**config.mk**
```make
export PLATFORM = sky130hd
export DESIGN_NAME = memory_load_crc_checksum_flat
export DESIGN_NICKNAME = d
export VERILOG_FILES = /design/src/rtl/mlcc_pkg.sv /design/src/rtl/mlcc_if.sv /design/src/rtl/mlcc_update.sv /design/src/rtl/memory_load_crc_checksum.sv /design/src/flat_wrapper.sv
export SDC_FILE = /design/constraint.sdc
export NUM_CORES = 1
export LEC_CHECK = 0
export BUFFER_PORTS_ARGS = -buffer_cell sky130_fd_sc_hd__buf_2
export CORE_AREA = 2 2 122 124
export CTS_BUF_LIST = sky130_fd_sc_hd__clkbuf_16
export CTS_CLUSTER_DIAMETER = 50
export DETAILED_ROUTE_END_ITERATION = 12
export DIE_AREA = 0 0 124 126
export GPL_ROUTABILITY_DRIVEN = 0
export PLACE_DENSITY_LB_ADDON = 0.05
export SYNTH_ARGS = -nofsm -noshare
export SYNTH_HDL_FRONTEND = slang
export SYNTH_SLANG_ARGS = --single-unit
```
**constraint.sdc**
```tcl
create_clock -name clock -period 4.41 [get_ports clock]
set_clock_uncertainty 0.05 [all_clocks]
set_input_delay 0.6615 -clock clock [delete_from_list [all_inputs] [get_ports clock]]
set_output_delay 0.6615 -clock clock [all_outputs]
set_load 0.005 [all_outputs]
```
**src/rtl/mlcc_pkg.sv**
```systemverilog
package mlcc_pkg;

   // field widths of one word on the request and response channels
   localparam int unsigned ADDR_W = 12;
   localparam int unsigned DATA_W = 32;
   localparam int unsigned CRC_W  = 32;
   localparam int unsigned PFX_W  = 16;

   // reflected crc-32 polynomial and record constants
   localparam logic [CRC_W-1:0] CRC_POLY      = 32'hEDB8_8320;
   localparam logic [CRC_W-1:0] CRC_INVERT    = 32'hFFFF_FFFF;
   localparam logic [PFX_W-1:0] IMEM_SELECT   = 16'h8000;

   // command codes
   typedef enum logic {
      CMD_MEM_WRITE = 1'b0,
      CMD_CSR_WRITE = 1'b1
   } cmd_type;

   // one request word as held in the input register
   typedef struct packed {
      cmd_type           command;
      logic              is_imem;
      logic [ADDR_W-1:0] byte_address;
      logic [DATA_W-1:0] data_word;
   } req_item_type;

   // advance the internal (non-inverted) crc state by one byte, lsb first
   function automatic logic [CRC_W-1:0] crc_byte(input logic [CRC_W-1:0] crc,
                                                 input logic [7:0]       data);
      logic [CRC_W-1:0] c;
      c = crc ^ {{(CRC_W-8){1'b0}}, data};
      for (int i = 0; i < 8; i++) begin
         if (c[0]) begin
            c = (c >> 1) ^ CRC_POLY;
         end else begin
            c = c >> 1;
         end
      end
      return c;
   endfunction

endpackage

```
**src/rtl/mlcc_if.sv**
```systemverilog
// request channel: observed memory writes and checksum register writes
interface mlcc_req_if;
   import mlcc_pkg::*;

   logic              valid;
   logic              ready;
   cmd_type           command;
   logic              is_imem;
   logic [ADDR_W-1:0] byte_address;
   logic [DATA_W-1:0] data_word;

   modport source (output valid, output command, output is_imem, output byte_address,
                   output data_word, input ready);
   modport sink   (input valid, input command, input is_imem, input byte_address,
                   input data_word, output ready);
endinterface

// response channel: checksum value after each request word
interface mlcc_rsp_if;
   import mlcc_pkg::*;

   logic             valid;
   logic             ready;
   logic [CRC_W-1:0] checksum_value;

   modport source (output valid, output checksum_value, input ready);
   modport sink   (input valid, input checksum_value, output ready);
endinterface

```
**src/rtl/mlcc_update.sv**
```systemverilog
module mlcc_update #(
   parameter int unsigned INDEX_BITS = 9
) (
   input  mlcc_pkg::req_item_type    item,
   input  logic [mlcc_pkg::CRC_W-1:0] finished_crc,
   output logic [mlcc_pkg::CRC_W-1:0] next_crc
);
   import mlcc_pkg::*;

   // index bits that the 12-bit address can actually supply
   localparam int unsigned IDX_W = (INDEX_BITS < ADDR_W - 2) ? INDEX_BITS : ADDR_W - 2;

   logic [PFX_W-1:0] prefix;
   logic [CRC_W-1:0] crc;

   // 16-bit prefix: memory select on top, word index at the bottom
   always_comb begin
      prefix = PFX_W'(item.byte_address[IDX_W+1:2]);
      if (item.is_imem) begin
         prefix = prefix | IMEM_SELECT;
      end
   end

   // fold the 48-bit record into the crc, or take the register write
   always_comb begin
      crc = finished_crc ^ CRC_INVERT;
      for (int k = 0; k < DATA_W / 8; k++) begin
         crc = crc_byte(crc, item.data_word[8*k +: 8]);
      end
      crc = crc_byte(crc, prefix[7:0]);
      crc = crc_byte(crc, prefix[15:8]);

      unique case (item.command)
         CMD_CSR_WRITE: next_crc = item.data_word;
         CMD_MEM_WRITE: next_crc = crc ^ CRC_INVERT;
         default:       next_crc = crc ^ CRC_INVERT;
      endcase
   end

endmodule

```
**src/rtl/memory_load_crc_checksum.sv**
```systemverilog
// Load-integrity checksum unit.
// req channel: one word per observed 32-bit memory write (command 0) or per
// software write of the checksum register (command 1). A memory write folds
// a 48-bit record (data word, then 16-bit prefix of memory select and word
// index) into a running reflected crc-32; a register write loads the value.
// rsp channel: one word per request word, carrying the checksum register
// value right after that request took effect.
// Order: an accepted word is held in the input register, then folded into the
// checksum register, which raises its response; a held response stalls the fold.
// Throughput: one word per cycle while the response is not held. The input register and the checksum
// register are separated by the 48-bit crc update network, which sets the
// cycle time.
// Stall: while rsp is held, the checksum register and the response hold; the
// input register still takes one more word, after which req_ready drops.
// Reset (synchronous): the checksum register clears to zero, both stages
// empty, and req_ready is low during reset.
module memory_load_crc_checksum #(
   parameter int unsigned INDEX_BITS = 9
) (
   input  logic            clock,
   input  logic            reset,
   mlcc_req_if.sink        req_if,
   mlcc_rsp_if.source      rsp_if
);
   import mlcc_pkg::*;

   req_item_type     item_ff;
   req_item_type     item_in;
   logic             item_valid_ff;
   logic             item_valid_in;
   logic             rsp_valid_ff;
   logic             rsp_valid_in;
   logic [CRC_W-1:0] crc_ff;
   logic [CRC_W-1:0] crc_in;
   logic [CRC_W-1:0] next_crc;
   logic             advance;
   logic             req_take;

   // handshake control
   assign advance  = item_valid_ff && (!rsp_valid_ff || rsp_if.ready);
   assign req_take = req_if.valid && req_if.ready;
   assign req_if.ready = !reset && (!item_valid_ff || advance);

   // next values of the two stages
   always_comb begin
      item_in = item_ff;
      if (req_take) begin
         item_in.command      = req_if.command;
         item_in.is_imem      = req_if.is_imem;
         item_in.byte_address = req_if.byte_address;
         item_in.data_word    = req_if.data_word;
      end
      item_valid_in = req_take || (item_valid_ff && !advance);
      rsp_valid_in  = advance || (rsp_valid_ff && !rsp_if.ready);
      crc_in        = advance ? next_crc : crc_ff;
   end

   // checksum update network
   mlcc_update #(
      .INDEX_BITS (INDEX_BITS)
   ) u_update (
      .item         (item_ff),
      .finished_crc (crc_ff),
      .next_crc     (next_crc)
   );

   // input register payload
   always_ff @(posedge clock) begin
      item_ff <= item_in;
   end

   // control and checksum register
   always_ff @(posedge clock) begin
      if (reset) begin
         item_valid_ff <= 1'b0;
         rsp_valid_ff  <= 1'b0;
         crc_ff        <= '0;
      end else begin
         item_valid_ff <= item_valid_in;
         rsp_valid_ff  <= rsp_valid_in;
         crc_ff        <= crc_in;
      end
   end

   assign rsp_if.valid          = rsp_valid_ff;
   assign rsp_if.checksum_value = crc_ff;

endmodule

```
**src/flat_wrapper.sv**
```systemverilog
// flat-port wrapper written by rule: the top's interface ports become plain ports
module memory_load_crc_checksum_flat import mlcc_pkg::*;
#(
   parameter int unsigned INDEX_BITS = 9
)
  (clock, reset, req_if_valid, req_if_command, req_if_is_imem, req_if_byte_address, req_if_data_word, req_if_ready, rsp_if_valid, rsp_if_checksum_value, rsp_if_ready);
  mlcc_req_if req_if_i ();
  mlcc_rsp_if rsp_if_i ();
  input  logic clock;
  input  logic reset;
  input wire logic [$bits(req_if_i.valid)-1:0] req_if_valid;
  input wire logic [$bits(req_if_i.command)-1:0] req_if_command;
  input wire logic [$bits(req_if_i.is_imem)-1:0] req_if_is_imem;
  input wire logic [$bits(req_if_i.byte_address)-1:0] req_if_byte_address;
  input wire logic [$bits(req_if_i.data_word)-1:0] req_if_data_word;
  output wire logic [$bits(req_if_i.ready)-1:0] req_if_ready;
  output wire logic [$bits(rsp_if_i.valid)-1:0] rsp_if_valid;
  output wire logic [$bits(rsp_if_i.checksum_value)-1:0] rsp_if_checksum_value;
  input wire logic [$bits(rsp_if_i.ready)-1:0] rsp_if_ready;
  assign req_if_i.valid = req_if_valid;
  assign req_if_i.command = req_if_command;
  assign req_if_i.is_imem = req_if_is_imem;
  assign req_if_i.byte_address = req_if_byte_address;
  assign req_if_i.data_word = req_if_data_word;
  assign req_if_ready = req_if_i.ready;
  assign rsp_if_valid = rsp_if_i.valid;
  assign rsp_if_checksum_value = rsp_if_i.checksum_value;
  assign rsp_if_i.ready = rsp_if_ready;
  memory_load_crc_checksum #(.INDEX_BITS(INDEX_BITS)) u_core (.clock(clock), .reset(reset), .req_if(req_if_i), .rsp_if(rsp_if_i));
endmodule
```
==> flow_metrics.tcl <==
set metrics [dict create \
    status "finished, violations left" \
    violations "negative setup slack" \
    grt_util_all_layers 0.3290 \
    cts.reportedPaths.clkPinSlew_ns 0.08 \
    synth_fp_nets 643 \
    cts_inserted_buffers 9 \
    fin_crit_sh 1.080 \
    cp.required_ns 4.64 \
    hold_viol 0 \
    crit_cells 16 \
    drtIter0Drc 393 \
    tritoncts "yes" \
    synth_area_per_cell_um2 13.12 \
    ys_seq_elements 77 \
    crit_end "u_core.rsp_if.checksum_value[14]" \
    slowest_stage "xor3_2" \
    synth_seq_area_share 0.2534 \
    maxSlewHeadroom 0.2368 \
    drv_slew 0 \
    hold-path-cell-count 1 \
    clk_latency_ns 0.36 \
    pin_count 84 \
    path_cells "xnor2_2, buf_6, xor3_2, xnor2_2, buf_4, xnor3_2, buf_4, xnor3_2, xor3_2, xor3_2, xor2_2, buf_6, xnor2_4, xnor3_1, o211a_1, nor3_2" \
    grt_max_degree 44 \
    netlist.area_leader.share 0.2460 \
    synthesis.area_um2 7781 \
    rows 44 \
    die_w_um 124 \
    setup_ws_ns -0.3536 \
    rsz0062_at_grt "true" \
    syn_inst 593 \
    max_freq_ghz 0.2099 \
    synthTopCellsByArea "xnor3_1, xnor2_1, edfxtp_1" \
    drive_above_1_share 0.5705 \
    cp-startpoint "u_core.item_ff[9]" \
    max_slew.worst_pin.slew_ns 1.145 \
    reg2reg_to "u_core.rsp_if.checksum_value[14]" \
    grt_pass1_wl_um 36830 \
    drt_pass1_iterations 5 \
    grt_util_met1 0.4154 \
    cts_buffer_depth 2 \
    period_minus_slack_ns 4.764 \
    grt_busiest_layer "met2" \
    fp.coreArea_um2 14310 \
    drcViolationCount 0 \
    crit_path_end_kind "flop" \
    startpoint_type "flop" \
    synth-edff-count 43 \
    cts_sinks 77 \
    via_per_inst 5.496 \
    dieArea_um2 15620 \
    diodes 0 \
    grt_pass1_vias 6276 \
    fillers 761 \
    cpPeakStageDelay_ns 0.49 \
    critPathBufInv 4 \
    post_drt_wl_per_cell_um 24.09 \
    start_util 0.5436 \
    port_buffers 80 \
    r2r_cells 16 \
    gr-usage-met3 0.05707 \
    ctsHtreeMaxLevel 3 \
    critPathTopFamily "XOR/XNOR gates" \
    antenna_found_initial 0 \
    drtAntennaViolNets 0 \
    crit_fanout 4 \
    reg2reg_slack_ns -0.35 \
    area_growth_pct 52.77 \
    rr_startpoint "u_core.item_ff[9]" \
    final_cells 1113 \
    vias 6117 \
    setup_viol 32 \
    dieHeight_um 126 \
    fin_util 0.8305 \
    ys.warnings.count 0 \
    nets 974 \
    arrival_ns 4.99 \
    crit_type "reg2reg" \
    grt_overflow 0 \
    synth-main-ff-cell "edfxtp_1" \
    critical_path.most_common_cell "xor3_2" \
    synthArstFlopShare 0 \
    hp-class "in2reg" \
    yosys.area.top_type "xnor3_1" \
    routed_wl_um 26820 \
    postCtsHoldBufs 0 \
    dp_cells 1048 \
    cts_root_buf "clkbuf_16" \
    maxCapViolCount 0 \
    met2_usage 0.5433 \
    synth_cell_types 35 \
    dpl.hpwl_um 18000 \
]
[placed cells by master (no fill, tap or decap), drive strengths merged]
cell / Yosys / layout
buf: 3 / 338
xnor2: 201 / 201
xnor3: 95 / 95
xor2: 63 / 63
edfxtp: 43 / 43
dfxtp: 34 / 34
a21oi: 25 / 25
nor2: 19 / 19
nand2: 14 / 14
inv: 6 / 11
o21ai: 10 / 10
xor3: 10 / 10
and3: 9 / 9
o22ai: 9 / 9
clkbuf: 15 / 9
a211oi: 9 / 9
mux2i: 6 / 6
o211ai: 5 / 5
o211a: 4 / 4
nor3: 4 / 4
nand2b: 3 / 3
nand3b: 2 / 2
clkinv: 0 / 2
nor2b: 2 / 2
and2: 1 / 1
or3: 1 / 1
[sequential cells by signal, summed over array words and instances (netlist names)]
| register | cells |
|---|---|
| u_core.item_ff | 43 |
| u_core.rsp_if.checksum_value | 32 |
| u_core.rsp_if.valid | 1 |
| u_core.item_valid_ff | 1 |
[metal layers]
metal,vias up,share of wire
met5,-,0
met4,0,0.062
met3,103,0.058
met2,277,0.51
met1,3048,0.37
li1,2689,-
[cell type report]
cell class / instances / area, um2 / share of cell area
Clock buffer: 9 / 225.2 / 0.01895
Clock inverter: 7 / 81.33 / 0.006841
Inverter: 6 / 22.52 / 0.001895
Multi-Input combinational cell: 492 / 6803 / 0.5723
Sequential cell: 77 / 1972 / 0.1659
Tap cell: 184 / 230.2 / 0.01937
Timing Repair Buffer: 338 / 2554 / 0.2148
[Yosys cell counts (8+ instances only)]
cell type	instances
xnor2_1	182
xnor3_1	85
xor2_1	53
edfxtp_1	43
dfxtp_1	34
a21oi_1	25
nor2_1	19
clkbuf_1	15
nand2_1	14
xnor2_2	13
xnor3_2	10
a211oi_1	9
and3_1	9
o21ai_0	9
o22ai_1	9
xor2_2	8
[what timing repair did]
action,CTS,global route
endpoints found under the setup margin,31,32
buffers inserted,35,15
cloned,0,0
resized for setup,87,75
pin swaps,50,33
[per-stage QoR]
| stage | setup TNS, ns | cell area (um2) | hold slack, ns | setup slack (ns) |
|---|---|---|---|---|
| after floorplan | -0.1260 | 8046 | 0.4226 | -0.03576 |
| after detailed placement | -5.837 | 10260 | 0.4277 | -0.3436 |
| after global placement | -3.141 | 10260 | 0.4191 | -0.2028 |
| after CTS | -2.770 | 11330 | 0.4179 | -0.2227 |
| after global routing | -11.61 | 11890 | 0.4181 | -0.4798 |
| final | -7.289 | 11890 | 0.4235 | -0.3536 |
[worst min-delay path by stage]
stage | start | to | slack (ns)
after floorplan | u_core.rsp_if.checksum_value[30] | u_core.rsp_if.checksum_value[30] | 0.42
after global placement | u_core.rsp_if.checksum_value[30] | u_core.rsp_if.checksum_value[30] | 0.42
after detailed placement | u_core.rsp_if.checksum_value[30] | u_core.rsp_if.checksum_value[30] | 0.43
after CTS | req_if_byte_address[9] | u_core.item_ff[41] | 0.42
after global routing | req_if_data_word[12] | u_core.item_ff[12] | 0.42
final | req_if_byte_address[9] | u_core.item_ff[41] | 0.42
[cells by family after synthesis]
group / after synthesis / share of synthesized area
xor+xnor: 369 / 0.6443
flops: 77 / 0.2534
compound gates: 62 / 0.04840
simple gates: 55 / 0.03393
buf+inv: 24 / 0.01222
mux: 6 / 0.007719
Power is not shown: default switching activity piles up to over one toggle a cycle in this logic, so the estimate is an artifact.
